==> config.mk <==
export PLATFORM = sky130hd
export DESIGN_NAME = vof_csr
export DESIGN_NICKNAME = d
export VERILOG_FILES = /design/src/vof_pkg.sv /design/src/vof_csr.sv
export SDC_FILE = /design/constraint.sdc
export NUM_CORES = 1
export LEC_CHECK = 0
export BUFFER_PORTS_ARGS = -buffer_cell sky130_fd_sc_hd__buf_2
export CORE_MARGIN = 10
export CORE_UTILIZATION = 42
export DETAILED_ROUTE_END_ITERATION = 10
export PLACE_DENSITY = 0.9
export SYNTH_ARGS = -nofsm -noshare
export SYNTH_HDL_FRONTEND = slang
export SYNTH_SLANG_ARGS = --single-unit
==> constraint.sdc <==
create_clock -name clock -period 1.6 [get_ports clock]
set_clock_uncertainty 0.2 [all_clocks]
set_input_delay 0.16 -clock clock [delete_from_list [all_inputs] [get_ports clock]]
set_output_delay 0.16 -clock clock [all_outputs]
set_load 0.1 [all_outputs]
==> src/vof_pkg.sv <==
// shared types, constants and helpers for the vertical or-filter block
// no dependencies; every other file of the block but vof_ram uses this package
`default_nettype none

package vof_pkg;

   localparam int MAX_WIDTH  = 1024;
   localparam int MAX_HEIGHT = 1024;

   localparam int SIZE_W  = 11;
   localparam int COL_W   = $clog2(MAX_WIDTH);
   localparam int ROW_W   = $clog2(MAX_HEIGHT);
   localparam int CHAN_W  = 8;
   localparam int PIX_W   = 3 * CHAN_W;
   localparam int LINE_W  = 2 * PIX_W;
   localparam int ADDR_W  = 3;
   localparam int DATA_W  = 32;

   localparam logic [ADDR_W-1:0] REG_IMAGE_WIDTH  = 3'd0;
   localparam logic [ADDR_W-1:0] REG_IMAGE_HEIGHT = 3'd4;

   localparam logic [SIZE_W-1:0] RESET_WIDTH  = 11'd320;
   localparam logic [SIZE_W-1:0] RESET_HEIGHT = 11'd240;
   localparam logic [SIZE_W-1:0] LIMIT_WIDTH  = SIZE_W'(MAX_WIDTH);
   localparam logic [SIZE_W-1:0] LIMIT_HEIGHT = SIZE_W'(MAX_HEIGHT);

   typedef struct packed {
      logic [CHAN_W-1:0] blue_in;
      logic [CHAN_W-1:0] green_in;
      logic [CHAN_W-1:0] red_in;
   } req_payload_type;

   typedef struct packed {
      logic [CHAN_W-1:0] blue_out;
      logic [CHAN_W-1:0] green_out;
      logic [CHAN_W-1:0] red_out;
      logic [ROW_W-1:0]  out_row;
      logic [COL_W-1:0]  out_column;
      logic              run_last;
      logic              frame_last;
   } rsp_payload_type;

   // raster position of the beat on offer, with the row/column flags it needs
   typedef struct packed {
      logic [COL_W-1:0] column;
      logic [ROW_W-1:0] row;
      logic             single_row;
      logic             first_row;
      logic             second_row;
      logic             last_row;
      logic             end_col;
   } pos_type;

   typedef struct packed {
      logic [SIZE_W-1:0] width;
      logic [SIZE_W-1:0] height;
   } size_type;

   function automatic logic [SIZE_W-1:0] clamp_size(input logic [SIZE_W-1:0] v,
                                                    input logic [SIZE_W-1:0] maxv);
      logic [SIZE_W-1:0] r;
      r = v;
      if (v == '0) begin
         r = SIZE_W'(1);
      end else if (v > maxv) begin
         r = maxv;
      end
      return r;
   endfunction

endpackage

`default_nettype wire

==> src/vof_csr.sv <==
// apb register file: image width and height, with effective (clamped) sizes
// depends on vof_pkg
`default_nettype none

module vof_csr (
   input  wire logic                          clock,
   input  wire logic                          reset,
   input  wire logic                          psel,
   input  wire logic                          penable,
   input  wire logic                          pwrite,
   input  wire logic [vof_pkg::ADDR_W-1:0]    paddr,
   input  wire logic [vof_pkg::DATA_W-1:0]    pwdata,
   output logic      [vof_pkg::DATA_W-1:0]    prdata,
   output logic                               pready,
   output vof_pkg::size_type                  size_eff
);

   logic [vof_pkg::SIZE_W-1:0] width_ff, width_in;
   logic [vof_pkg::SIZE_W-1:0] height_ff, height_in;
   logic                       wr_en;
   logic [vof_pkg::ADDR_W-1:0] reg_addr;

   // byte lanes below the word are ignored
   assign reg_addr = {paddr[vof_pkg::ADDR_W-1:2], 2'b00};
   assign wr_en    = psel && penable && pwrite;
   assign pready   = 1'b1;

   always_comb begin
      width_in  = width_ff;
      height_in = height_ff;
      if (wr_en) begin
         case (reg_addr)
            vof_pkg::REG_IMAGE_WIDTH:  width_in  = pwdata[vof_pkg::SIZE_W-1:0];
            vof_pkg::REG_IMAGE_HEIGHT: height_in = pwdata[vof_pkg::SIZE_W-1:0];
            default: ;
         endcase
      end
   end

   always_ff @(posedge clock) begin
      if (reset) begin
         width_ff  <= vof_pkg::RESET_WIDTH;
         height_ff <= vof_pkg::RESET_HEIGHT;
      end else begin
         width_ff  <= width_in;
         height_ff <= height_in;
      end
   end

   always_comb begin
      case (reg_addr)
         vof_pkg::REG_IMAGE_WIDTH:
            prdata = {{(vof_pkg::DATA_W-vof_pkg::SIZE_W){1'b0}}, width_ff};
         vof_pkg::REG_IMAGE_HEIGHT:
            prdata = {{(vof_pkg::DATA_W-vof_pkg::SIZE_W){1'b0}}, height_ff};
         default:
            prdata = '0;
      endcase
   end

   assign size_eff.width  = vof_pkg::clamp_size(width_ff, vof_pkg::LIMIT_WIDTH);
   assign size_eff.height = vof_pkg::clamp_size(height_ff, vof_pkg::LIMIT_HEIGHT);

endmodule

`default_nettype wire

==> impl_metrics.toml <==
[logic_synthesis]
syn_inst = 159
ys_warn_count = 0
avgSynthCellArea_um2 = 8.98
ys_seq_elements = 22
yosysSeqAreaShare = 0.309
ys_types = 19
synth_area_mm2 = 0.00143

[outcome]
violations = "setup timing"
status = "complete, but fails checks"

[sta]
rsz0062_at_grt = "true"
slew_viol_final = 0
worst_slack_ps = -201
fmax_mhz = 555
setup_violations = 19
period_share = 1.13
worstMarginPinSlew_ps = 512
slew_headroom = 0.659
fin_crit_ps = 1800
hold_viol = 0

[global_routing]
grt_pass1_wl_um = 7730
antenna_found_initial = 0
track_usage = 0.155
first_global_vias = 1466
grt_overflow = 0
grt_max_degree = 38

[cts]
cts.sink_count = 22
clkTransAtPathRegs_ps = 130
numCtsBuffers = 3
cts_buffer_depth = 2
clk_latency_ps = 310
cts_tree = "built"
htree_num_levels = 1
cts-root-buf = "clkbuf_4"

[final_layout]
fin_nets = 270
syn_to_final_growth_pct = 85.0
mostFrequentLayoutCells = "buf_12 (31), nand2b_1 (26), mux2i_1 (22), conb_1 (22), buf_2 (16)"
final_core_util = 0.798
drive_above_1_share = 0.520
diodes = 0
nFillCells = 201
final_common_cell = "buf_12"

[setup_path]
crit_end = "size_eff[0]"
cp.buffers_inverters = 1
startpoint = "height_ff[4]"
cp-start-kind = "register"
worstReg2RegStart = "height_ff[5]"
rr_worst_depth = 5
r2r_slack_ps = 370
timing.rr.end = "height_ff[5]"
crit_slowest_cell = "dfxtp_2"
crit_chain = "nor4_4 -> a32o_2 -> buf_12"
crit_path_end_kind = "output port"
crit_type = "register to output port"
crit_required_ps = 1240
crit_family = "flip-flops"
crit_path_max_incr_delay_ps = 360
cp_num_cells = 3
arrival_ps = 1440
cp_max_fo = 2

[floorplanning]
die_w_um = 78.3
fp-row-count = 21
boundaryPins = 95
die-area_mm2 = 0.00613
initial_utilization = 0.431
core_mm2 = 0.00331
fp.dieH_um = 78.3

[min_path]
hp-start = "penable"
hold_path_class = "input pin to register"

[pwr]
total_power_mw = 1.63
power_density_mw_per_mm2 = 616
p_leak_nw = 1.18
vdd_drop_max_mv = 0.322

[drt]
drt-vias-per-instance = 4.77
post-route-drc-count = 0
dr.pass1.iters = 4
wl_um = 5040
drtIter0Drc = 63
ant_nets = 0
routedWlPerCell_um = 18.3
vias = 1313

[place]
io_buffers = 49
place_hpwl_um = 3240
place_congestion = 0.728

[run]
cap_violations = 0
-- synthesized netlist by cell type --
| cell | n | share of area |
|---|---|---|
| nand2b_1 | 26 | 0.11 |
| buf_4 | 22 | 0.12 |
| dfxtp_1 | 22 | 0.31 |
| mux2i_1 | 22 | 0.15 |
| nor2b_1 | 18 | 0.079 |
| nor2_1 | 13 | 0.034 |
| mux2_2 | 10 | 0.079 |
| clkbuf_1 | 6 | 0.016 |
| nor4_1 | 4 | 0.018 |
| buf_2 | 3 | 0.011 |
| a32o_1 | 2 | 0.014 |
| buf_6 | 2 | 0.016 |
| conb_1 | 2 | 0.0053 |
| inv_1 | 2 | 0.0053 |
| and4_4 | 1 | 0.0079 |
| and4b_1 | 1 | 0.0070 |
| nand2_1 | 1 | 0.0026 |
| nand4b_2 | 1 | 0.011 |
| o21ai_0 | 1 | 0.0035 |
-- sequential cells by signal, summed over array words and instances, names as in the netlist --
signal	count
width_ff	11
height_ff	11
-- how the worst min path moves through the flow --
stage / end / slack [ps] / depth (start not counted)
after CTS: width_ff[2] / 100 / 3
after detailed placement: width_ff[6] / 240 / 3
after floorplan: width_ff[4] / 120 / 2
after global routing: width_ff[2] / 130 / 3
final: width_ff[2] / 110 / 3
after global placement: width_ff[6] / 230 / 3
-- timing repair --
| item | in CTS | in global routing |
|---|---|---|
| pin swaps | 4 | 2 |
| buffers inserted | 3 | 7 |
| gates resized for setup | 73 | 16 |
| endpoints found under the setup margin | 23 | 26 |
| endpoints found under the hold margin | 22 | 0 |
| hold buffers | 11 | 0 |
-- routing by layer --
layer	share of wire	track usage
met3	0.069	0.0558
met4	0.011	0.0538
met2	0.57	0.303
met1	0.35	0.143
met5	0	0
-- worst reg2reg max path, delay by kind of cell (launching register included) --
family        cells  cell delay [ps]
buf+inv           3              340
flops             1              380
mux               1               90
simple gates      1              120
-- cell families (layout without fill, tap and decap cells) --
group | after synthesis | after routing | share of synthesized area
compound gates | 3 | 3 | 0.0175
buf+inv | 35 | 85 | 0.163
flops | 22 | 22 | 0.308
mux | 32 | 32 | 0.233
other cells | 2 | 22 | 0.00526
simple gates | 65 | 65 | 0.273
-- report_power, final --
| group | total, mW | switching (mW) | internal, mW |
|---|---|---|---|
| Combinational | 0.741 | 0.530 | 0.210 |
| Clock | 0.312 | 0.173 | 0.139 |
| Sequential | 0.574 | 0.0168 | 0.557 |
| Total | 1.63 | 0.720 | 0.906 |
-- stage by stage --
step           cell area (um^2)  cells  worst slack [ps]  setup TNS (ps)  hold slack, ps
6_report                   2640    275              -201            -811             107
5_1_grt                    2640    275              -223           -1560             128
4_1_cts                    2540    269              -147            -408            97.4
3_5_place_dp               2090    251              80.4               0             240
3_3_place_gp               2090    251              95.7               0             229
2_1_floorplan              1590    179              -196           -2800             115
-- layout make-up --
cell class,count,area [um^2],share of cell area
flip-flops and latches,22,460,0.174
well taps,46,57.6,0.0218
clock buffers,4,36.3,0.0137
repair buffers,79,1030,0.391
inverters,2,7.51,0.00284
multi-input cells,122,1050,0.396
Note: power is estimated with default switching activity, not from simulation.
