[src/vof_pkg.sv]
// shared types, constants and helpers for the vertical or-filter block
// no dependencies; every other file of the block but vof_ram uses this package
`default_nettype none

package vof_pkg;

   localparam int MAX_WIDTH  = 1024;
   localparam int MAX_HEIGHT = 1024;

   localparam int SIZE_W  = 11;
   localparam int COL_W   = $clog2(MAX_WIDTH);
   localparam int ROW_W   = $clog2(MAX_HEIGHT);
   localparam int CHAN_W  = 8;
   localparam int PIX_W   = 3 * CHAN_W;
   localparam int LINE_W  = 2 * PIX_W;
   localparam int ADDR_W  = 3;
   localparam int DATA_W  = 32;

   localparam logic [ADDR_W-1:0] REG_IMAGE_WIDTH  = 3'd0;
   localparam logic [ADDR_W-1:0] REG_IMAGE_HEIGHT = 3'd4;

   localparam logic [SIZE_W-1:0] RESET_WIDTH  = 11'd320;
   localparam logic [SIZE_W-1:0] RESET_HEIGHT = 11'd240;
   localparam logic [SIZE_W-1:0] LIMIT_WIDTH  = SIZE_W'(MAX_WIDTH);
   localparam logic [SIZE_W-1:0] LIMIT_HEIGHT = SIZE_W'(MAX_HEIGHT);

   typedef struct packed {
      logic [CHAN_W-1:0] blue_in;
      logic [CHAN_W-1:0] green_in;
      logic [CHAN_W-1:0] red_in;
   } req_payload_type;

   typedef struct packed {
      logic [CHAN_W-1:0] blue_out;
      logic [CHAN_W-1:0] green_out;
      logic [CHAN_W-1:0] red_out;
      logic [ROW_W-1:0]  out_row;
      logic [COL_W-1:0]  out_column;
      logic              run_last;
      logic              frame_last;
   } rsp_payload_type;

   // raster position of the beat on offer, with the row/column flags it needs
   typedef struct packed {
      logic [COL_W-1:0] column;
      logic [ROW_W-1:0] row;
      logic             single_row;
      logic             first_row;
      logic             second_row;
      logic             last_row;
      logic             end_col;
   } pos_type;

   typedef struct packed {
      logic [SIZE_W-1:0] width;
      logic [SIZE_W-1:0] height;
   } size_type;

   function automatic logic [SIZE_W-1:0] clamp_size(input logic [SIZE_W-1:0] v,
                                                    input logic [SIZE_W-1:0] maxv);
      logic [SIZE_W-1:0] r;
      r = v;
      if (v == '0) begin
         r = SIZE_W'(1);
      end else if (v > maxv) begin
         r = maxv;
      end
      return r;
   endfunction

endpackage

`default_nettype wire

[src/vof_filter.sv]
// filter stage: takes line store data, forms up to two results per pixel,
// writes the line store back and holds the output register; depends on vof_pkg
`default_nettype none

module vof_filter (
   input  wire logic                          clock,
   input  wire logic                          reset,
   input  wire logic                          req_valid,
   output logic                               req_ready,
   input  vof_pkg::req_payload_type           req_payload,
   input  vof_pkg::pos_type                   pos,
   input  wire logic [vof_pkg::LINE_W-1:0]    ram_rdata,
   output logic                               ram_we,
   output logic      [vof_pkg::COL_W-1:0]     ram_waddr,
   output logic      [vof_pkg::LINE_W-1:0]    ram_wdata,
   output logic                               rsp_valid,
   input  wire logic                          rsp_ready,
   output vof_pkg::rsp_payload_type           rsp_payload
);

   logic                            accept;
   logic                            s1_valid_ff, s1_valid_in;
   logic                            phase_ff, phase_in;
   vof_pkg::pos_type                s1_pos_ff;
   logic [vof_pkg::PIX_W-1:0]       s1_cur_ff;
   logic                            fwd_ff;
   logic [vof_pkg::LINE_W-1:0]      fwd_data_ff;
   logic                            out_valid_ff, out_valid_in;
   vof_pkg::rsp_payload_type        out_data_ff;

   logic [vof_pkg::PIX_W-1:0]       prev_eff;
   logic [vof_pkg::PIX_W-1:0]       before_eff;
   logic [vof_pkg::PIX_W-1:0]       filt;
   logic                            emit_a;
   logic                            emit_b;
   logic                            has_result;
   logic                            out_load;
   logic                            retire;
   vof_pkg::rsp_payload_type        res;

   assign accept = req_valid && req_ready;

   // a read issued at the edge that writes the same entry gets the new data
   assign prev_eff   = fwd_ff ? fwd_data_ff[vof_pkg::PIX_W-1:0] : ram_rdata[vof_pkg::PIX_W-1:0];
   assign before_eff = fwd_ff ? fwd_data_ff[vof_pkg::LINE_W-1:vof_pkg::PIX_W]
                              : ram_rdata[vof_pkg::LINE_W-1:vof_pkg::PIX_W];

   assign filt = s1_pos_ff.second_row ? prev_eff : (before_eff | prev_eff | s1_cur_ff);

   // a: filtered pixel of the row above, b: the pixel itself passed through
   assign emit_a = !s1_pos_ff.single_row && !s1_pos_ff.first_row;
   assign emit_b = s1_pos_ff.single_row || s1_pos_ff.last_row;

   assign has_result = s1_valid_ff && (phase_ff || emit_a || emit_b);
   assign out_load   = has_result && (!out_valid_ff || rsp_ready);
   assign retire     = s1_valid_ff && (!has_result || (out_load && (phase_ff || !(emit_a && emit_b))));
   assign req_ready  = !s1_valid_ff || retire;

   always_comb begin
      if (emit_a && !phase_ff) begin
         {res.blue_out, res.green_out, res.red_out} = filt;
         res.out_row    = s1_pos_ff.row - vof_pkg::ROW_W'(1);
         res.run_last   = !emit_b;
         res.frame_last = 1'b0;
      end else begin
         {res.blue_out, res.green_out, res.red_out} = s1_cur_ff;
         res.out_row    = s1_pos_ff.row;
         res.run_last   = 1'b1;
         res.frame_last = s1_pos_ff.end_col;
      end
      res.out_column = s1_pos_ff.column;
   end

   assign ram_we    = retire;
   assign ram_waddr = s1_pos_ff.column;
   assign ram_wdata = {prev_eff, s1_cur_ff};

   always_comb begin
      s1_valid_in = s1_valid_ff;
      phase_in    = phase_ff;
      if (retire) begin
         s1_valid_in = 1'b0;
         phase_in    = 1'b0;
      end else if (out_load) begin
         phase_in = 1'b1;
      end
      if (accept) begin
         s1_valid_in = 1'b1;
      end
      out_valid_in = out_valid_ff;
      if (rsp_ready) begin
         out_valid_in = 1'b0;
      end
      if (out_load) begin
         out_valid_in = 1'b1;
      end
   end

   always_ff @(posedge clock) begin
      if (reset) begin
         s1_valid_ff  <= 1'b0;
         phase_ff     <= 1'b0;
         out_valid_ff <= 1'b0;
         fwd_ff       <= 1'b0;
      end else begin
         s1_valid_ff  <= s1_valid_in;
         phase_ff     <= phase_in;
         out_valid_ff <= out_valid_in;
         if (accept) begin
            fwd_ff <= ram_we && (ram_waddr == pos.column);
         end
      end
   end

   always_ff @(posedge clock) begin
      if (accept) begin
         s1_pos_ff   <= pos;
         s1_cur_ff   <= {req_payload.blue_in, req_payload.green_in, req_payload.red_in};
         fwd_data_ff <= ram_wdata;
      end
      if (out_load) begin
         out_data_ff <= res;
      end
   end

   assign rsp_valid   = out_valid_ff;
   assign rsp_payload = out_data_ff;

endmodule

`default_nettype wire

[config.mk]
export PLATFORM = sky130hd
export DESIGN_NAME = vof_filter
export DESIGN_NICKNAME = d
export VERILOG_FILES = /design/src/vof_pkg.sv /design/src/vof_filter.sv
export SDC_FILE = /design/constraint.sdc
export NUM_CORES = 1
export LEC_CHECK = 0
export BUFFER_PORTS_ARGS = -buffer_cell sky130_fd_sc_hd__buf_2
export CAP_MARGIN = 10
export CORE_ASPECT_RATIO = 1.2
export CORE_MARGIN = 3
export CORE_UTILIZATION = 50
export CTS_CLUSTER_SIZE = 10
export DETAILED_ROUTE_END_ITERATION = 10
export GPL_TIMING_DRIVEN = 0
export PLACE_DENSITY = 0.8
export SYNTH_ARGS = -nofsm -noshare
export SYNTH_HDL_FRONTEND = slang
export SYNTH_SLANG_ARGS = --single-unit
[constraint.sdc]
create_clock -name clock -period 3.6 [get_ports clock]
set_clock_uncertainty 0.1 [all_clocks]
set_input_delay 0.18 -clock clock [delete_from_list [all_inputs] [get_ports clock]]
set_output_delay 0.18 -clock clock [all_outputs]
set_load 0.03 [all_outputs]
==> impl_metrics.ini <==
[synth]
synth_fa_ha_area_frac = 0.00213
synth-compound-area-share = 0.0501
synth_area_leaders = edfxtp_1, mux2i_1, a21oi_1, inv_1, nand2_1
yosys.area_share.xor_xnor = 0.0284
yosysWarnings = 0
synth_top_family_by_area = multiplexers
ys_seq_elements = 147
ys_types = 28
yosys.area_share.simple = 0.0499
synth_area_per_cell_um2 = 15.7
synth_top_area_share = 0.732
syn_area_um2 = 5870
ys_seq_area_frac = 0.746
synth.net_count = 476
synthMuxAreaShare = 0.0819
synth_top_cell_by_area = edfxtp_1
synth_cells = 374

[floorplan]
die-area_um2 = 13100
die_w_um = 105
io_pins = 208
die_height_um = 125
rows = 42
floorplan.initialDensity = 0.522
core_um2 = 11200

[pwr]
internal-power_mw = 3.27
p_per_area_nw_per_um2 = 517
clkPwrFrac = 0.409
power_switching_share = 0.235
irDropWorstVdd_mv = 0.404
p_sw_mw = 1.00
power_mw = 4.27
combPwrFrac = 0.112
power.leakage_nw = 3.34
seq_power_share = 0.479

[cts]
path_clk_slew_ns = 0.06
clkSinkCount = 147
htree_levels = 4
cts_buffers = 17
cts_tree = done
clk_path_buf_depth = 2
clock_latency_ns = 0.41
cts_root_buf = clkbuf_16
cts_setup_buffers = 0

[placed_design]
port_buffers = 207
gp_congestion = 0.783
hpwl_um = 9190
pre_cts_ws_ns = 0.828
dpl.cell_count = 736
place_area_um2 = 7130

[final_layout]
drive_above_1_share = 0.400
final_util = 0.735
layout.cells.non_filler = 821
insertedDiodeCount = 0
mostFrequentLayoutCells = buf_2, edfxtp_1, dlygate4sd3_1
fin_area_um2 = 8270
final_common_cell = buf_2
syn_to_final_growth_pct = 41.0
final_nets = 756

[routing]
ant_nets = 0
first_pass_iters = 4
routedWlPerCell_um = 17.4
remaining_drc_errors = 0
post_drt_via_cell_ratio = 5.00
drt_iter0_drc = 221
routed_wl_um = 14300
vias = 4106

[worst_hold_path]
holdPathEnd = fwd_data_ff[41]
holdCritStartpoint = ram_rdata[17]
worstHoldPathType = in2reg
min_path_cells = 3

[global_routing]
overflow = 0
grt_first_pass_wirelength_um = 22200
grt_use_total = 0.218
grt_pass1_vias = 4364
antenna_found_initial = 0
grt_start_max_net_pins = 99

[timing]
layout_min_cycle_time_ns = 2.50
tightest_slew_ns = 0.894
finalHoldViolCount = 0
fmax_mhz = 400
finalMaxSlewViolations = 0
rsz0062_at_grt = no
fin_crit_sh = 0.694
setup_viol = 0
relSlewSlack = 0.403
setup_slack_ns = 1.10

[setup_path]
ff2ff_setup_slack_ns = 1.10
worst-r2r-cell-count = 4
critPathKind = reg2reg
r2r_end = s1_cur_ff[18]
worstPathArrival_ns = 2.46
worstSetupStartpointType = register
r2r_start = s1_pos_ff[4]
cp-end-kind = register
cp.required_ns = 3.56
worstPathMaxFanout = 71

[run]
maxCapViolCount = 0

[status]
status = completed
Yosys cell counts:
library cell,n
xor2_1,10
nor4b_2,1
ha_1,1
nor2_1,6
nand3_2,1
xnor2_1,9
nand3b_1,1
nand2_1,27
nand4_1,3
a21oi_1,51
buf_4,12
inv_1,29
nor3_1,6
nor2b_1,2
o21ba_1,1
nor4_1,1
edfxtp_1,143
o211ai_2,1
nor3b_2,1
and2_1,2
o32ai_2,1
nor4_4,1
buf_2,8
or4b_4,1
and2_4,1
clkbuf_1,2
mux2i_1,48
dfxtp_1,4
flip-flops by register name, summed over array words and instances, names as in the netlist:
register	count
fwd_data_ff	48
fwd_ff	1
s1_pos_ff	15
s1_cur_ff	24
s1_valid_ff	1
rsp_valid	1
ram_waddr	10
phase_ff	1
rsp_payload	46
metal layers:
metal / up-vias / GRT usage / wire length [um]
li1: 1932 / - / -
met1: 1976 / 0.242 / 5240
met2: 169 / 0.383 / 7610
met3: 29 / 0.0752 / 1070
met4: 0 / 0.0873 / 364
met5: - / 0 / 0
power by group through the flow:
| stage | Sequential (mW) | Clock (mW) | Combinational [mW] |
|---|---|---|---|
| 2_1_floorplan | 2.16 | 0 | 0.174 |
| 3_3_place_gp | 2.08 | 0 | 0.412 |
| 3_5_place_dp | 2.08 | 0 | 0.427 |
| 4_1_cts | 2.05 | 1.78 | 0.473 |
| 5_1_grt | 2.06 | 1.86 | 0.516 |
| 6_report | 2.05 | 1.75 | 0.480 |
worst max-delay path: stages, from the launching register on:
cell	delay, ns
edfxtp_1	0.47
or4b_4	0.58
o211ai_2	0.13
and2_4	0.45
buf_16	0.36
cell families after synthesis:
family / count (synthesis)
flops: 147
compound gates: 54
simple gates: 54
mux: 48
buf+inv: 51
xor+xnor: 19
fa+ha+maj: 1
through the flow:
stage	hold WS [ns]	TNS (ns)
floorplan	0.149	0
global placement	0.257	-44.12
detailed placement	0.258	0
CTS	0.00506	0
global route	0.0220	0
finish	0.0186	0
area by class of cell:
cell class,instances,area (um2)
Clock buffer,19,433
Clock inverter,13,159
Inverter,29,109
Sequential cell,147,4370
Buffer,22,138
Tap cell,154,193
Fill cell,764,2980
Multi-Input combinational cell,176,1250
Timing Repair Buffer,261,1610
worst max path at each step:
stage                           end  cells past startpoint         start
finish                s1_cur_ff[18]                      4  s1_pos_ff[4]
detailed placement  fwd_data_ff[18]                      3  s1_pos_ff[4]
floorplan            rsp_payload[0]                      3  s1_pos_ff[3]
global route          s1_cur_ff[18]                      4  s1_pos_ff[4]
global placement    rsp_payload[36]                      3  s1_pos_ff[3]
CTS                 fwd_data_ff[36]                      3  s1_pos_ff[4]
timing repair:
action,in CTS,in global routing
hold endpoints to repair,54,0
hold buffers,52,0
gates resized for setup,0,0
Power figures use the tool's default switching activity.
