==> src/vof_ram.sv <==
// generic simple dual-port ram, one write port and one registered read port
// no dependencies
`default_nettype none

module vof_ram #(
   parameter int WIDTH = 8,
   parameter int DEPTH = 16
) (
   input  wire logic                     clock,
   input  wire logic                     we,
   input  wire logic [$clog2(DEPTH)-1:0] waddr,
   input  wire logic [WIDTH-1:0]         wdata,
   input  wire logic                     re,
   input  wire logic [$clog2(DEPTH)-1:0] raddr,
   output logic      [WIDTH-1:0]         rdata
);

   logic [WIDTH-1:0] mem_ff [DEPTH];

   always_ff @(posedge clock) begin
      if (we) begin
         mem_ff[waddr] <= wdata;
      end
   end

   always_ff @(posedge clock) begin
      if (re) begin
         rdata <= mem_ff[raddr];
      end
   end

endmodule

`default_nettype wire

==> config.mk <==
export PLATFORM = sky130hd
export DESIGN_NAME = vof_ram
export DESIGN_NICKNAME = d
export VERILOG_FILES = /design/src/vof_ram.sv
export SDC_FILE = /design/constraint.sdc
export NUM_CORES = 1
export LEC_CHECK = 0
export ABC_AREA = 1
export BUFFER_PORTS_ARGS = -buffer_cell sky130_fd_sc_hd__clkbuf_2
export CELL_PAD_IN_SITES_DETAIL_PLACEMENT = 1
export CELL_PAD_IN_SITES_GLOBAL_PLACEMENT = 1
export CORE_MARGIN = 2
export CORE_UTILIZATION = 35
export DETAILED_ROUTE_END_ITERATION = 10
export PLACE_DENSITY = 0.69
export SYNTH_ARGS = -nofsm -noshare
export SYNTH_HDL_FRONTEND = slang
export SYNTH_SLANG_ARGS = --single-unit
export TNS_END_PERCENT = 1
==> constraint.sdc <==
create_clock -name clock -period 1.5 [get_ports clock]
set_input_delay 0.3 -clock clock [delete_from_list [all_inputs] [get_ports clock]]
set_output_delay 0.3 -clock clock [all_outputs]
set_load 0.02 [all_outputs]
==> summary.txt, run 1 <==
Status
  • Run status: complete, no violations

GRT
  • All-Layer GR Usage: a little under a fifth
  • Grt met3 use: 4.49%
  • Vias in the first global route: 4,270
  • Wire length of the first global-routing pass: ~24,000 um
  • Largest net degree at the start of global routing: 65
  • GR Util met2: a little under a third
  • Initial antenna violation count: 0
  • Grt ovf: 0
  • Top Usage Layer GRT: met2
  • Met1 Use GR: a little over a fifth

Job
  • Max_cap viols: 0

Detailed routing
  • Drt pass-1 iters: 4
  • Drt total wl: around 15,000 um
  • Drt first-iter violations: between 300 and 400
  • # DRC: 0
  • ANT nets after route: 0
  • Via count: slightly below 4,000
  • Drt wl/cell: around 18 um
  • DR vias/cell: 4.73

Placement
  • Placed Area: 6340 sq um
  • Routability congestion estimate: a little over 0.8
  • Place WS: -54.2 ps
  • Dpl hpwl: about 9600 um
  • Port Buf Inserts: 26
  • Dpl cells: 798

Critical path
  • Worst-case reg-to-reg path depth: 6
  • CP Launch Type: flip-flop
  • Worst reg2reg path endpoint: rdata[4]
  • FF-to-FF Start: mem_ff[13][4]
  • Delay-heaviest family, CP: flip-flops
  • Kind of critical path: flip-flop to output pin
  • WP data required: between 1000 and 1500 ps
  • CP Max Fanout: 1
  • Slowest cell on crit path: edfxtp_1
  • WP buf/inv: 1
  • R2r setup slk: 370 ps
  • CP cell instances: clkbuf_2
  • Crit path largest cell delay: around 440 ps
  • Worst EP arrival: 1050 ps
  • CP Capture Type: output pin

Clocking
  • PostCTS Resize Cnt: 0
  • H-tree depth: 4
  • Worst skew pair latency: roughly 420 ps
  • Max Root-Sink Buffers: 2
  • TritonCTS buffer count: 17
  • CTS tree: yes
  • Reg clk slew, reported paths: 60 ps
  • CTS sink count: 136
  • Clk root buf: clkbuf_16
  • Post-CTS Setup Inserts: 0
  • Hold buffer count at CTS: 0

Floorplanning
  • Die W: between 100 and 150 um
  • Core area: between 15,000 and 20,000 sq um
  • Initial core utilization: 35.5%
  • Rows: between 40 and 50
  • Die H: approximately 130 um
  • Die area: roughly 18,000 sq um
  • Num ports: 27

Finish
  • Fin area: about 6900 sq um
  • Non-filler instance count after layout: 830
  • Fillers: 1,856
  • Utilization after layout: between 40 and 50%
  • Synthesis-to-layout area growth: 18.4%
  • Ant. Diodes: 0
  • Fin nets: a little over 600
  • Layout cells sized above 1: a little over an eighth

Synth
  • Number of flops mapped to enable cells by yosys: approximately 140
  • Most frequent cells after synthesis: nand2_1, edfxtp_1, inv_1, nand3_1, nor2_1
  • Top-count cell post-synth: nand2_1
  • Top FF cell, synth: edfxtp_1
  • Largest cells by area after synthesis: edfxtp_1, nand2_1, nand3_1, inv_1, buf_6
  • Cell variety after synth: 11
  • Ys Warns: 0
  • Post-Syn Area per Cell: ~11 sq um
  • Area leader, netlist: edfxtp_1
  • Fraction of the yosys area taken by sequential cells: a little over two thirds
  • Synthesized area: ~5800 sq um
  • Flops & latches, synth: 136
  • FFs w/ async S/R, synth: 0%
  • Yosys top cell area share: between 60 and 70%
  • Cells after synthesis: around 550
  • Net Count, Synth: 570

Power
  • Maximum vdd drop: 878 uV
  • Leakage: 2.96 nW
  • PwrDens: about 1300 nW/um^2
  • Pwr Total: around 9.0 mW

Worst hold path
  • Worst hold path startpoint: re
  • Hold Path End: rdata[0]
  • Hold Path Class: primary input to flip-flop
  • Hold path depth: 1

STA
  • Max-slew headroom: about three fifths
  • Setup ws final: around 150 ps
  • Setup_tns: 0 ps
  • Clock skew: 3.53 ps
  • RSZ-0062 raised after global routing: false
  • Max-slew violation count: 0
  • Setup violations, final: 0
  • Hold Violations, Final: 0
  • Highest clock rate: around 740 MHz
  • Period utilisation layout: between 80% and 90%
  • Slew @ Worst Pin: between 600 and 700 ps
  • Hold slack: 319 ps
  • Crit path time final: about 1300 ps
==> where the power goes <==
part,switching [mW],internal (mW)
clock,1.56,2.58
sequential,0.0294,4.28
combinational,0.389,0.168
total,1.98,7.03
==> cell usage in the layout (no fill, tap or decap) <==
| master | count |
|---|---|
| buf_12 | 5 |
| buf_4 | 20 |
| bufinv_16 | 3 |
| clkbuf_16 | 17 |
| clkbuf_2 | 26 |
| clkinv_1 | 2 |
| clkinv_2 | 5 |
| clkinvlp_4 | 5 |
| edfxtp_1 | 136 |
| inv_1 | 100 |
| inv_2 | 2 |
| nand2_1 | 173 |
| nand3_1 | 97 |
| nand3b_1 | 2 |
| nor2_1 | 17 |
==> logic make-up after synthesis <==
logic type / share of synthesized area, %
and+or+nand+nor: 20.8
buffers and inverters: 9.39
DFF: 69.8
==> routing by layer <==
metal / share of wire [%] / vias to the layer above / wire [um]
li1: - / 1875 / -
met1: 41 / 1940 / 6160
met2: 52 / 92 / 7760
met3: 5.8 / 16 / 875
met4: 1.6 / 0 / 238
met5: 0 / - / 0
==> worst max path at each step <==
stage / cells after the start / slack [ps] / to / start
after floorplan: 2 / 250 / mem_ff[10][0] / waddr[2]
after global placement: 6 / -10 / rdata[2] / raddr[1]
after detailed placement: 6 / -50 / rdata[2] / raddr[1]
after CTS: 1 / 130 / rdata[6] / rdata[6]
after global routing: 1 / 120 / rdata[6] / rdata[6]
final: 1 / 150 / rdata[6] / rdata[6]
==> layout make-up <==
class | count | area, sq um | share of cell area [%]
Inverter | 102 | 383 | 5.53
Timing Repair Buffer | 51 | 380 | 5.50
Sequential cell | 136 | 4080 | 59.0
Multi-Input combinational cell | 289 | 1210 | 17.5
Clock buffer | 17 | 425 | 6.15
Tap cell | 220 | 275 | 3.98
Clock inverter | 15 | 160 | 2.31
==> sequential cells by signal, summed over array words and instances (netlist names) <==
signal and cells:
mem_ff 128, rdata 8
No activity file was read; power rests on OpenSTA's default activity.
==> inputs of run 2 (changes only) <==
--- a/config.mk
+++ b/config.mk
@@ -13,6 +13,7 @@
 export CORE_UTILIZATION = 35
 export DETAILED_ROUTE_END_ITERATION = 10
 export PLACE_DENSITY = 0.69
+export RECOVER_POWER = 100
 export SYNTH_ARGS = -nofsm -noshare
 export SYNTH_HDL_FRONTEND = slang
 export SYNTH_SLANG_ARGS = --single-unit
==> constraint.sdc (replaced) <==
create_clock -name clock -period 1.6 [get_ports clock]
set_input_delay 0.32 -clock clock [delete_from_list [all_inputs] [get_ports clock]]
set_output_delay 0.32 -clock clock [all_outputs]
set_load 0.02 [all_outputs]
==> run 2 against run 1 <==
Core utilization decreased by 1.2 points. Hold slack better by 110 ps. Register-to-register slack better by 60 ps. Final cell count shrank 0.12%. Power decreased by 13%. Worst setup slack improved by 34 ps. Via count is 1.2% higher. First-iteration DRC count fell by 12%. Sequential share of layout area rose by 1.8 points. Die area did not move. Clock-buffer cell count increased by 7. Largest power group unchanged.
==> summary.txt, run 2 (synthesis gave the netlist of run 1 again) <==
Finish
  • Area of the multi-input gates: 1210 sq um (unchanged)
  • Ant. Diodes: 0 (unchanged)
  • Fin nets: 616 (unchanged)
  • Largest regs: mem_ff: 128 flops, rdata: 8 flops (unchanged)
  • Most frequent cells in the layout: nand2_1, edfxtp_1, inv_1, nand3_1, clkbuf_1 (was nand2_1, edfxtp_1, inv_1, nand3_1, clkbuf_2)
  • Biggest register: mem_ff (unchanged)
  • Seq. cell area: 4080 sq um (unchanged)
  • Utilization after layout: 40.8% (was 42.0%)
  • Synthesis-to-layout area growth: 14.9% (was 18.4%)
  • Max reg flops: 128 (unchanged)
  • Fillers: 1,862 (was 1,856)
  • Layout cells sized above 1: 5.91% (was 13.6%)
  • Commonest non-fill, non-tap cell in the layout: nand2_1 (unchanged)

Power
  • Switching pwr: 1.74 mW (was 1.98 mW)
  • Leakage: 2.79 nW (was 2.96 nW)
  • Clk pwr share: 42.0% (was 45.9%)
  • Internal power: 6.09 mW (was 7.03 mW)
  • Part of the power in registers: 51.6% (was 47.9%)
  • Comb pwr share: 6.4% (was 6.2%)
  • Maximum vdd drop: 852 uV (was 878 uV)
  • PwrDens: 1170 nW/um^2 (was 1300 nW/um^2)
  • Switching share of power: 22.3% (was 21.9%)
  • Pwr Total: 7.84 mW (was 9.01 mW)

Critical path
  • CP Capture Type: output pin (unchanged)
  • CP cell instances: clkbuf_1 (was clkbuf_2)
  • FF-to-FF Start: mem_ff[11][2] (was mem_ff[13][4])
  • Kind of critical path: flip-flop to output pin (unchanged)
  • Crit path largest cell delay: 410 ps (was 440 ps)
  • WP data required: 1280 ps (was 1200 ps)
  • Worst EP arrival: 1090 ps (was 1050 ps)
  • CP Launch Type: flip-flop (unchanged)
  • Delay-heaviest family, CP: flip-flops (unchanged)
  • CP Max Fanout: 1 (unchanged)
  • CP Launch Point: rdata[6] (unchanged)
  • WP buf/inv: 1 (unchanged)
  • Slowest cell on crit path: edfxtp_1 (unchanged)

STA
  • Slew @ Worst Pin: 852 ps (was 624 ps)
  • Period utilisation layout: between 80 and 90%
  • Setup violations, final: 0 (unchanged)
  • RSZ-0062 raised after global routing: false (unchanged)
  • Setup_tns: 0 ps (unchanged)
  • Crit path time final: between 1000 and 1500 ps
  • Highest clock rate: just over 700 MHz
  • Max-slew violation count: 0 (unchanged)
  • Hold Violations, Final: 0 (unchanged)
  • Max-slew headroom: 43.2% (was 58.3%)
  • Clock skew: 6.33 ps (was 3.53 ps)

Detailed routing
  • Via count: 3,971 (was 3,923)
  • Highest Signal Layer: met4 (unchanged)
  • # DRC: 0 (unchanged)
  • Drt pass-1 iters: 4 (unchanged)
  • Drt first-iter violations: 294 (was 334)
  • Drt total wl: 14,800 um (was 15,000 um)
  • ANT nets after route: 0 (unchanged)
  • Metal2 WL: 7390 um (was 7760 um)
  • Metal3 WL: 797 um (was 875 um)
  • DR vias/cell: 4.79 (was 4.73)
  • WL met1: 6260 um (was 6160 um)
  • Drt wl/cell: 17.9 um (was 18.1 um)

GRT
  • Initial antenna violation count: 0 (unchanged)
  • Grt ovf: 0 (unchanged)
  • Wire length of the first global-routing pass: 23,200 um (was 23,600 um)
  • Largest net degree at the start of global routing: 65 (unchanged)
  • All-Layer GR Usage: 17.6% (was 18.0%)
  • Vias in the first global route: 4,262 (was 4,270)

Clocking
  • H-tree depth: 4 (unchanged)
  • Clk root buf: clkbuf_16 (unchanged)
  • PostCTS Resize Cnt: 0 (unchanged)
  • CTS sink count: 136 (unchanged)
  • TritonCTS buffer count: 17 (unchanged)
  • Post-CTS Setup Inserts: 0 (unchanged)
  • Worst skew pair latency: 420 ps (about the same)
  • Max Root-Sink Buffers: 2 (unchanged)
  • CTS tree: yes (unchanged)
  • Reg clk slew, reported paths: 50 ps (was 60 ps)
  • Hold buffer count at CTS: 0 (unchanged)

Floorplanning
  • Core area: 16,500 sq um (unchanged)
  • Num ports: 27 (unchanged)
  • Initial core utilization: 35.5% (unchanged)
  • Die W: 133 um (unchanged)
  • Die H: 133 um (unchanged)
  • Die area: 17,800 sq um (unchanged)
  • Rows: 47 (unchanged)

Job
  • Max_cap viols: 0 (unchanged)

Worst hold path
  • Worst hold path startpoint: raddr[3] (was re)
  • Hold Path Class: primary input to flip-flop (unchanged)

Placement
  • Port Buf Inserts: 26 (unchanged)
  • Routability congestion estimate: 0.822 (was 0.824)
  • Dpl hpwl: 9560 um (about the same)

Status
  • Run status: complete, no violations (unchanged)
## run 2: changes by cell type in the layout (fill, tap and decap cells not counted), sizes merged
cell	previous run	this run
clkbuf	43	66
buf	25	9
clkinvlp	5	0
bufinv	3	0
## run 2: worst paths after layout
kind / to / slack, ps / depth (start not counted)
setup / recovery: rdata[6] / 190 / 1
hold / removal: rdata[0] / 430 / 4
setup reg to reg: rdata[2] / 430 / 6
hold reg to reg: rdata[1] / 730 / 6
## run 2: through the flow
| step | hold WS, ps | setup slack [ps] | std cells | area [sq um] |
|---|---|---|---|---|
| detailed placement | 730 | 2.20 | 798 | 6320 |
| CTS | 332 | 217 | 829 | 6810 |
| finish | 433 | 186 | 829 | 6720 |
| global route | 458 | 171 | 829 | 6720 |
| global placement | 724 | 69.7 | 798 | 6320 |
| floorplan | 419 | 329 | 551 | 5850 |
## run 2: layout make-up
type                            count  area share (%)
Timing Repair Buffer               51            4.19
Inverter                          102            5.70
Clock buffer                       24            6.72
Multi-Input combinational cell    289            18.1
Clock inverter                      7           0.447
Tap cell                          220            4.10
Sequential cell                   136            60.8
## run 2: power groups by stage
stage	logic (mW)	clock network (mW)	registers, mW
after floorplan	0.281	0	4.13
after global placement	0.505	0	4.11
after detailed placement	0.522	0	4.12
after CTS	0.527	3.33	4.04
after global routing	0.561	3.48	4.05
final	0.502	3.29	4.05
## run 2: worst reg2reg max path, stage by stage, from the launching register on
cell and delay (ps):
edfxtp_1 380, inv_1 80, nand2_1 50, nand3_1 110, nand3_1 120, nand3_1 130
nand2_1 60
## run 2: layer usage
layer / track usage [%] / vias to the layer above
met3: 3.81 / 28
met5: 0 / -
met2: 30.3 / 94
met1: 21.3 / 1977
li1: - / 1872
met4: 7.92 / 0
