==> src/vof_pkg.sv <==
// shared types, constants and helpers for the vertical or-filter block
// no dependencies; every other file of the block but vof_ram uses this package
`default_nettype none

package vof_pkg;

   localparam int MAX_WIDTH  = 1024;
   localparam int MAX_HEIGHT = 1024;

   localparam int SIZE_W  = 11;
   localparam int COL_W   = $clog2(MAX_WIDTH);
   localparam int ROW_W   = $clog2(MAX_HEIGHT);
   localparam int CHAN_W  = 8;
   localparam int PIX_W   = 3 * CHAN_W;
   localparam int LINE_W  = 2 * PIX_W;
   localparam int ADDR_W  = 3;
   localparam int DATA_W  = 32;

   localparam logic [ADDR_W-1:0] REG_IMAGE_WIDTH  = 3'd0;
   localparam logic [ADDR_W-1:0] REG_IMAGE_HEIGHT = 3'd4;

   localparam logic [SIZE_W-1:0] RESET_WIDTH  = 11'd320;
   localparam logic [SIZE_W-1:0] RESET_HEIGHT = 11'd240;
   localparam logic [SIZE_W-1:0] LIMIT_WIDTH  = SIZE_W'(MAX_WIDTH);
   localparam logic [SIZE_W-1:0] LIMIT_HEIGHT = SIZE_W'(MAX_HEIGHT);

   typedef struct packed {
      logic [CHAN_W-1:0] blue_in;
      logic [CHAN_W-1:0] green_in;
      logic [CHAN_W-1:0] red_in;
   } req_payload_type;

   typedef struct packed {
      logic [CHAN_W-1:0] blue_out;
      logic [CHAN_W-1:0] green_out;
      logic [CHAN_W-1:0] red_out;
      logic [ROW_W-1:0]  out_row;
      logic [COL_W-1:0]  out_column;
      logic              run_last;
      logic              frame_last;
   } rsp_payload_type;

   // raster position of the beat on offer, with the row/column flags it needs
   typedef struct packed {
      logic [COL_W-1:0] column;
      logic [ROW_W-1:0] row;
      logic             single_row;
      logic             first_row;
      logic             second_row;
      logic             last_row;
      logic             end_col;
   } pos_type;

   typedef struct packed {
      logic [SIZE_W-1:0] width;
      logic [SIZE_W-1:0] height;
   } size_type;

   function automatic logic [SIZE_W-1:0] clamp_size(input logic [SIZE_W-1:0] v,
                                                    input logic [SIZE_W-1:0] maxv);
      logic [SIZE_W-1:0] r;
      r = v;
      if (v == '0) begin
         r = SIZE_W'(1);
      end else if (v > maxv) begin
         r = maxv;
      end
      return r;
   endfunction

endpackage

`default_nettype wire

==> src/vof_scan.sv <==
// raster column/row counters; gives the position of the pixel on offer
// depends on vof_pkg
`default_nettype none

module vof_scan (
   input  wire logic              clock,
   input  wire logic              reset,
   input  wire logic              accept,
   input  vof_pkg::size_type      size_eff,
   output vof_pkg::pos_type       pos
);

   logic [vof_pkg::COL_W-1:0]  col_ff, col_in;
   logic [vof_pkg::ROW_W-1:0]  row_ff, row_in;
   logic                       outside;
   logic [vof_pkg::SIZE_W-1:0] col_next;
   logic [vof_pkg::SIZE_W-1:0] row_next;

   // counters left beyond the frame by a size change restart the frame
   assign outside = ({1'b0, col_ff} >= size_eff.width) || ({1'b0, row_ff} >= size_eff.height);

   always_comb begin
      pos.column     = outside ? '0 : col_ff;
      pos.row        = outside ? '0 : row_ff;
      pos.single_row = (size_eff.height == vof_pkg::SIZE_W'(1));
      pos.first_row  = (pos.row == '0);
      pos.second_row = (pos.row == vof_pkg::ROW_W'(1));
      pos.last_row   = ({1'b0, pos.row} == size_eff.height - vof_pkg::SIZE_W'(1));
      pos.end_col    = ({1'b0, pos.column} == size_eff.width - vof_pkg::SIZE_W'(1));
   end

   assign col_next = {1'b0, pos.column} + vof_pkg::SIZE_W'(1);
   assign row_next = {1'b0, pos.row} + vof_pkg::SIZE_W'(1);

   always_comb begin
      col_in = col_ff;
      row_in = row_ff;
      if (accept) begin
         if (col_next >= size_eff.width) begin
            col_in = '0;
            row_in = (row_next >= size_eff.height) ? '0 : row_next[vof_pkg::ROW_W-1:0];
         end else begin
            col_in = col_next[vof_pkg::COL_W-1:0];
            row_in = pos.row;
         end
      end
   end

   always_ff @(posedge clock) begin
      if (reset) begin
         col_ff <= '0;
         row_ff <= '0;
      end else begin
         col_ff <= col_in;
         row_ff <= row_in;
      end
   end

endmodule

`default_nettype wire

==> config.mk <==
export PLATFORM = sky130hd
export DESIGN_NAME = vof_scan
export DESIGN_NICKNAME = d
export VERILOG_FILES = /design/src/vof_pkg.sv /design/src/vof_scan.sv
export SDC_FILE = /design/constraint.sdc
export NUM_CORES = 1
export LEC_CHECK = 0
export BUFFER_PORTS_ARGS = -buffer_cell sky130_fd_sc_hd__buf_2
export CAP_MARGIN = 10
export CORE_MARGIN = 2
export CORE_UTILIZATION = 63
export CTS_CLUSTER_SIZE = 8
export DETAILED_ROUTE_END_ITERATION = 16
export GPL_TIMING_DRIVEN = 1
export PLACE_DENSITY = 0.95
export SYNTH_ARGS = -nofsm -noshare
export SYNTH_HDL_FRONTEND = slang
export SYNTH_SLANG_ARGS = --single-unit
==> constraint.sdc <==
create_clock -name clock -period 7.6 [get_ports clock]
set_input_delay 1.14 -clock clock [delete_from_list [all_inputs] [get_ports clock]]
set_output_delay 1.14 -clock clock [all_outputs]
set_load 0.01 [all_outputs]
==> impl_metrics.yaml, run 1 <==
global_route:
  antenna_found_initial: 0
  grt_pass1_vias: 3115
  grt_pass1_wl_um: 13600
  grt_overflow: 0
  grt_use_total_pct: 31.4
  grt_max_degree: 21
routing:
  viasPerCell: 6.32
  vias: 3333
  routed_wl_um: 8540
  drc: 0
  drtAntennaViolNets: 0
  dr.first_iter.drc_count: 284
  first_pass_iters: 5
  wl_per_cell_um: 16.2
clock_network:
  ctsHoldBuffers: 0
  h-tree-depth: 1
  max-clock-path-buffers: 2
  numCtsBuffers: 3
  clk_pin_slew_worst_paths_ns: 0.07
  cts-resized-gates: 0
  clock-sinks: 20
  cts_root_buf: "clkbuf_8"
  insertion_delay_ns: 0.26
  cts_setup_buffers: 0
  cts_tree: "done"
placement:
  dp_hpwl_um: 6830
  pre_cts_ws_ns: 1.54
  place_area_um2: 3340
  numPortBuffers: 49
  gp_congestion: 0.932
yosys:
  ys_warn_count: 0
  netlist_instances: 424
  synth_edf_count: 0
  yosysTopAreaCell: "ha_1"
  synth_area_um2: 3070
  ys_ff_latch: 20
  synthArstFlopShare_pct: 0
  syn_nets: 500
  yosys-top-cells-area: "ha_1, dfxtp_1, xnor2_1"
  avgSynthCellArea_um2: 7.25
  synth_seq_area_share_pct: 13.0
  synth.top_cell.area_share_pct: 20.8
  synth-main-ff-cell: "dfxtp_1"
  ys_types: 55
critical_path:
  critical_path.endpoint: "row_ff[3]"
  path_cells: "buf_2 -> inv_1 -> ha_1 -> a21oi_1 -> a21oi_1 -> nor4_1 -> and3_1 -> nand2_1 -> inv_1 -> ha_1 -> nand4_1 -> nor2_1 -> and3_1 -> xor2_1 -> ha_1 -> nor4_1 -> o21ai_0 -> a21oi_1 -> o31ai_1 -> and2_1 -> o21ai_1 -> a22oi_1 -> nor2_1"
  critPathCaptureType: "flip-flop"
  rrSetupSlack_ns: 2.17
  cp_data_required_time_ns: 7.80
  r2r_start: "row_ff[6]"
  ff2ff_path_depth: 21
  critical_path.top_delay_family: "simple AND/OR/NAND/NOR gates"
  crit_fanout: 17
  crit_start: "size_eff[20]"
  worst_ep_arrival_time_ns: 6.15
  max_stage_delay_ns: 0.56
  crit_path_start_kind: "input pin"
  worstSetupPathType: "input pin to flip-flop"
  crit_buf_inv: 3
  r2r-end: "row_ff[3]"
  cp_num_cells: 23
  crit_slowest_cell: "and3_1"
job:
  cap_violations: 0
power_and_ir_drop:
  powerDensity_nw_per_um2: 85.4
  leakage_nw: 1.67
  ir_drop_mv: 0.0947
layout:
  stdcell_area_um2: 3410
  drive_gt1_share_pct: 13.5
  num-nets-final: 537
  syn_to_final_growth_pct: 10.9
  num_antenna_cells: 0
floorplan:
  die_area_um2: 5450
  start_util_pct: 65.1
  rows: 25
  ios: 50
  coreArea_um2: 4720
  die_y_um: 73.9
  fp.dieW_um: 73.9
timing:
  max_freq_mhz: 168
  period_minus_slack_ns: 5.95
  fin_tns_setup_ns: 0
  slew_headroom_pct: 57.4
  tightest_slew_ns: 0.635
  final_hold_viol_count: 0
  finalSetupViolCount: 0
  final.setup_skew_ns: 0.00337
  slew_viol_final: 0
  fin_ws_ns: 1.65
  finalCritPeriodShare_pct: 78.3
  rsz0062_at_grt: "no"
status:
  status: "complete, no violations"
worst_hold_path:
  hp-class: "flip-flop to flip-flop"
==> area by class of cell <==
| cell class | count | area [µm²] |
|---|---|---|
| multi-input cells | 346 | 2450 |
| fillers | 379 | 1310 |
| flip-flops and latches | 20 | 400 |
| repair buffers | 51 | 260 |
| inverters | 39 | 146 |
| well taps | 67 | 83.8 |
| clock buffers | 3 | 41.3 |
| clock inverters | 1 | 30.0 |
==> worst min path at each step <==
stage,to,slack [ns],cells past startpoint,from
5_1_grt,col_ff[8],0.60,2,col_ff[8]
2_1_floorplan,col_ff[8],0.48,2,col_ff[8]
6_report,col_ff[5],0.57,2,col_ff[5]
4_1_cts,col_ff[5],0.57,2,col_ff[5]
3_3_place_gp,col_ff[8],0.54,2,col_ff[8]
3_5_place_dp,col_ff[8],0.56,2,col_ff[8]
==> where the power goes <==
| group | leakage [nW] | switching [mW] | internal (mW) |
|---|---|---|---|
| clock | 0.0357 | 0.0349 | 0.0703 |
| combinational | 1.47 | 0.0459 | 0.0309 |
| sequential | 0.162 | 0.00315 | 0.106 |
| total | 1.67 | 0.0839 | 0.207 |
==> layer usage <==
| metal | vias up | wire length (µm) | GRT usage, % |
|---|---|---|---|
| li1 | 1580 | - | - |
| met1 | 1548 | 3570 | 40.9 |
| met2 | 171 | 4050 | 54.7 |
| met3 | 34 | 693 | 2.74 |
| met4 | 0 | 228 | 8.89 |
| met5 | - | 0 | 0 |
==> worst min-delay path, delay by kind of cell, from the launching register on <==
family	cells	cell delay [ns]
and+or+nand+nor	1	0.09
AOI/OAI and AO/OA	1	0.05
DFF	1	0.39
==> synth_stat cells (all sizes together) (3+ instances only) <==
cell    count
a22oi      14
ha         51
nand3      24
nand3b      3
and3       12
a21o        4
nor4b       3
xor2       11
nand2      28
o21bai      4
o21ai      15
buf         6
a31oi       3
nand4b      3
and2       15
nand4       6
a21oi      22
nor2       46
nor4        7
nor3       10
a211oi      3
inv        38
o31ai       4
clkbuf     13
dfxtp      20
xnor2      29
nand2b      3
or4         4
==> placed cells by master, fill, tap and decap left out, types with 6 or more instances in the layout <==
| cell type | count |
|---|---|
| buf_2 | 49 |
| dfxtp_1 | 20 |
| nor3_1 | 9 |
| nand4_1 | 6 |
| xnor2_1 | 29 |
| inv_1 | 38 |
| a22oi_1 | 14 |
| a21oi_1 | 22 |
| o21ai_0 | 14 |
| and3_1 | 12 |
| and2_1 | 14 |
| nand3_1 | 24 |
| nor2_1 | 46 |
| ha_1 | 51 |
| xor2_1 | 11 |
| nand2_1 | 28 |
| nor4_1 | 6 |
==> logic make-up (layout without fill, tap and decap cells) <==
| family | Yosys count | count (layout) | synth area share, % |
|---|---|---|---|
| AND/OR/NAND/NOR | 171 | 171 | 29.4 |
| AO/OA/AOI/OAI | 83 | 83 | 17.7 |
| buffers and inverters | 58 | 94 | 7.33 |
| adder cells (fa/ha/maj) | 51 | 51 | 20.8 |
| XOR/XNOR | 40 | 40 | 11.4 |
| flip-flops | 20 | 20 | 13.0 |
| multiplexers | 1 | 1 | 0.366 |
==> through the flow <==
stage,hold slack (ns),util (%),power (mW),cells
after floorplan,0.483,-,0.161,424
after global placement,0.538,70.7,0.183,523
after detailed placement,0.561,70.7,0.187,523
after CTS,0.572,72.2,0.291,527
after global routing,0.599,72.2,0.304,527
final,0.573,72.2,0.291,527
==> state kept, by name, indices dropped and copies added (netlist names) <==
name    count
col_ff     10
row_ff     10
No activity file was read; power rests on OpenSTA's default activity.
==> run 2, diff against run 1 <==
ABC_AREA = 1   (was not set)
CORE_UTILIZATION = 59   (was 63)
PLACE_DENSITY = 0.89   (was 0.95)
clock period = 6.1 ns   (was 7.6 ns; I/O delays follow)
==> run 2 against run 1 <==
Effect of this change: core utilization is 4.5 points lower; largest power group unchanged; routed wire length is 8.9% higher; highest routed layer unchanged; first-iteration DRC count is 55% higher; critical path type unchanged; worst hold slack worse by 0.089 ns; clock skew is 0.0020 ns higher; synthesized area is 9.2% higher; global-route usage is 1.3 points lower; clock power is 29% higher; die area is 16% higher.
==> impl_metrics.yaml, run 2 <==
status:
  status: "complete, no violations"
yosys:
  netlist_instances: 530
  synth_edf_count: 0
  synth_top_family_by_area: "simple AND/OR/NAND/NOR gates"
  ys_warn_count: 0
  ys_types: 43
  synthArstFlopShare_pct: 0
  synth-main-ff-cell: "dfxtp_1"
  synth_xor_xnor_area_share_pct: 6.26
  yosys-top-cells-area: "ha_1, nand2_1, dfxtp_1"
  ys_ff_latch: 20
  yosysMostFrequentCell: "nand2_1"
  syn_nets: 606
  synth_seq_area_share_pct: 11.9
  synth_compound_area_share_pct: 11.2
  synthTopCellsByCount: "nand2_1, inv_1, ha_1"
  yosysTopAreaCell: "ha_1"
  synth_area_um2: 3360
  synth.mux.area_fraction_pct: 0
  synth.top_cell.area_share_pct: 19.0
  avgSynthCellArea_um2: 6.33
  synth_simple_gate_area_share_pct: 40.8
  synthAdderAreaFrac_pct: 19.0
worst_hold_path:
  hp-class: "flip-flop to flip-flop"
layout:
  drive_gt1_share_pct: 18.3
  multi_input_area_um2: 2590
  seq_area_um2: 400
  num-nets-final: 656
  fin_cells: 651
  final_util_pct: 67.7
  num_antenna_cells: 0
  final_common_cell: "nand2_1"
  nFillCells: 486
  reg.largest.list: "col_ff x10, row_ff x10"
  syn_to_final_growth_pct: 11.1
  final_cell_mix: "nand2_1, inv_1, ha_1"
clock_network:
  cts-resized-gates: 0
  insertion_delay_ns: 0.26
  numCtsBuffers: 3
  ctsHoldBuffers: 0
  cts_root_buf: "clkbuf_8"
  max-clock-path-buffers: 2
  cts_setup_buffers: 0
  clock-sinks: 20
  clk_pin_slew_worst_paths_ns: 0.08
  h-tree-depth: 1
  cts_tree: "done"
routing:
  routed_wl_um: 9300
  viasPerCell: 5.51
  drc: 0
  wl_per_cell_um: 14.3
  dr.first_iter.drc_count: 439
  first_pass_iters: 7
  drtAntennaViolNets: 0
  vias: 3587
timing:
  slew_headroom_pct: 62.7
  final_hold_viol_count: 0
  max_freq_mhz: 197
  hold_ws_ns: 0.485
  rsz0062_at_grt: "no"
  tightest_slew_ns: 0.555
  fin_tns_setup_ns: 0
  period_minus_slack_ns: 5.08
  fin_ws_ns: 1.02
  final.setup_skew_ns: 0.00540
  slew_viol_final: 0
  finalSetupViolCount: 0
  finalCritPeriodShare_pct: 83.3
power_and_ir_drop:
  power.switching_mw: 0.117
  power_frac_clock_pct: 36.0
  ir_drop_mv: 0.0948
  seqPwrFrac_pct: 36.2
  p_sw_share_pct: 31.2
  power.share.combinational_pct: 27.8
  powerDensity_nw_per_um2: 101
  internal-power_mw: 0.258
  leakage_nw: 1.95
global_route:
  grt_max_degree: 20
  grt_pass1_vias: 3170
  grt_pass1_wl_um: 15000
  grt_overflow: 0
  grt_use_total_pct: 30.0
  antenna_found_initial: 0
floorplan:
  fp.dieW_um: 79.4
  start_util_pct: 60.9
  rows: 27
  die_y_um: 79.4
  coreArea_um2: 5510
  die_area_um2: 6310
  ios: 50
placement:
  pre_cts_ws_ns: 0.843
  dp_hpwl_um: 7750
  dpl.cell_count: 647
  numPortBuffers: 49
  gp_congestion: 0.987
critical_path:
  cp_data_required_time_ns: 6.30
  critPathCaptureType: "flip-flop"
  crit_fanout: 19
  worst_ep_arrival_time_ns: 5.28
  worstSetupPathType: "input pin to flip-flop"
  crit_path_start_kind: "input pin"
job:
  cap_violations: 0
==> run 2: logic make-up after synthesis <==
logic type,after synthesis
DFF,20
adders and majority gates,51
AOI/OAI and AO/OA,66
xor gates and xnor gates,24
buffers and inverters,90
and+or+nand+nor,279
==> run 2: final timing paths <==
| check | slack [ns] | end | from | cells past startpoint |
|---|---|---|---|---|
| min reg2reg | 0.48 | row_ff[0] | row_ff[0] | 2 |
| min | 0.48 | row_ff[0] | row_ff[0] | 2 |
| max | 1.02 | col_ff[0] | size_eff[15] | 24 |
| max reg2reg | 1.39 | col_ff[0] | col_ff[4] | 22 |
==> run 2: routing by layer <==
layer  GRT usage (%)  share of wire [%]  vias to the layer above
met5               0                  0                        -
met4            5.17                1.1                        0
met3            4.07                6.8                       12
met2            46.4                 44                      138
met1            44.9                 48                     1621
li1                -                  -                     1816
==> run 2: worst max-delay path, stage by stage <==
cell	delay [ns]
buf_2	0.12
inv_1	0.08
ha_1	0.32
nand2_1	0.07
nand2_1	0.04
a21oi_1	0.21
nand2_1	0.08
nand2_1	0.13
nand3_4	0.28
nor2_1	0.35
ha_1	0.31
inv_1	0.07
nor3_2	0.28
nand3_1	0.14
nand2_1	0.08
inv_1	0.04
ha_1	0.30
a21oi_1	0.14
nor2_1	0.05
a211oi_1	0.19
nand4_1	0.29
nor2_2	0.44
o21ai_0	0.17
a21oi_1	0.14
==> run 2: layout make-up <==
class	instances	share of cell area, %
Tap cell	72	2.42
Multi-Input combinational cell	420	69.6
Inverter	85	8.56
Timing Repair Buffer	50	6.78
Sequential cell	20	10.7
Clock inverter	1	0.806
Clock buffer	3	1.11
==> run 2: power groups by stage <==
stage                     registers, mW  clock network (mW)  logic, mW
after global routing              0.136               0.141      0.118
after CTS                         0.136               0.135      0.102
final                             0.136               0.135      0.104
after global placement            0.139                   0     0.0981
after floorplan                   0.138                   0     0.0695
after detailed placement          0.139                   0      0.101
==> run 2: per-stage QoR <==
| step | total power [mW] | cell area [µm²] |
|---|---|---|
| final | 0.376 | 3730 |
| after global routing | 0.394 | 3730 |
| after CTS | 0.372 | 3730 |
| after detailed placement | 0.240 | 3660 |
| after global placement | 0.237 | 3660 |
| after floorplan | 0.207 | 3360 |
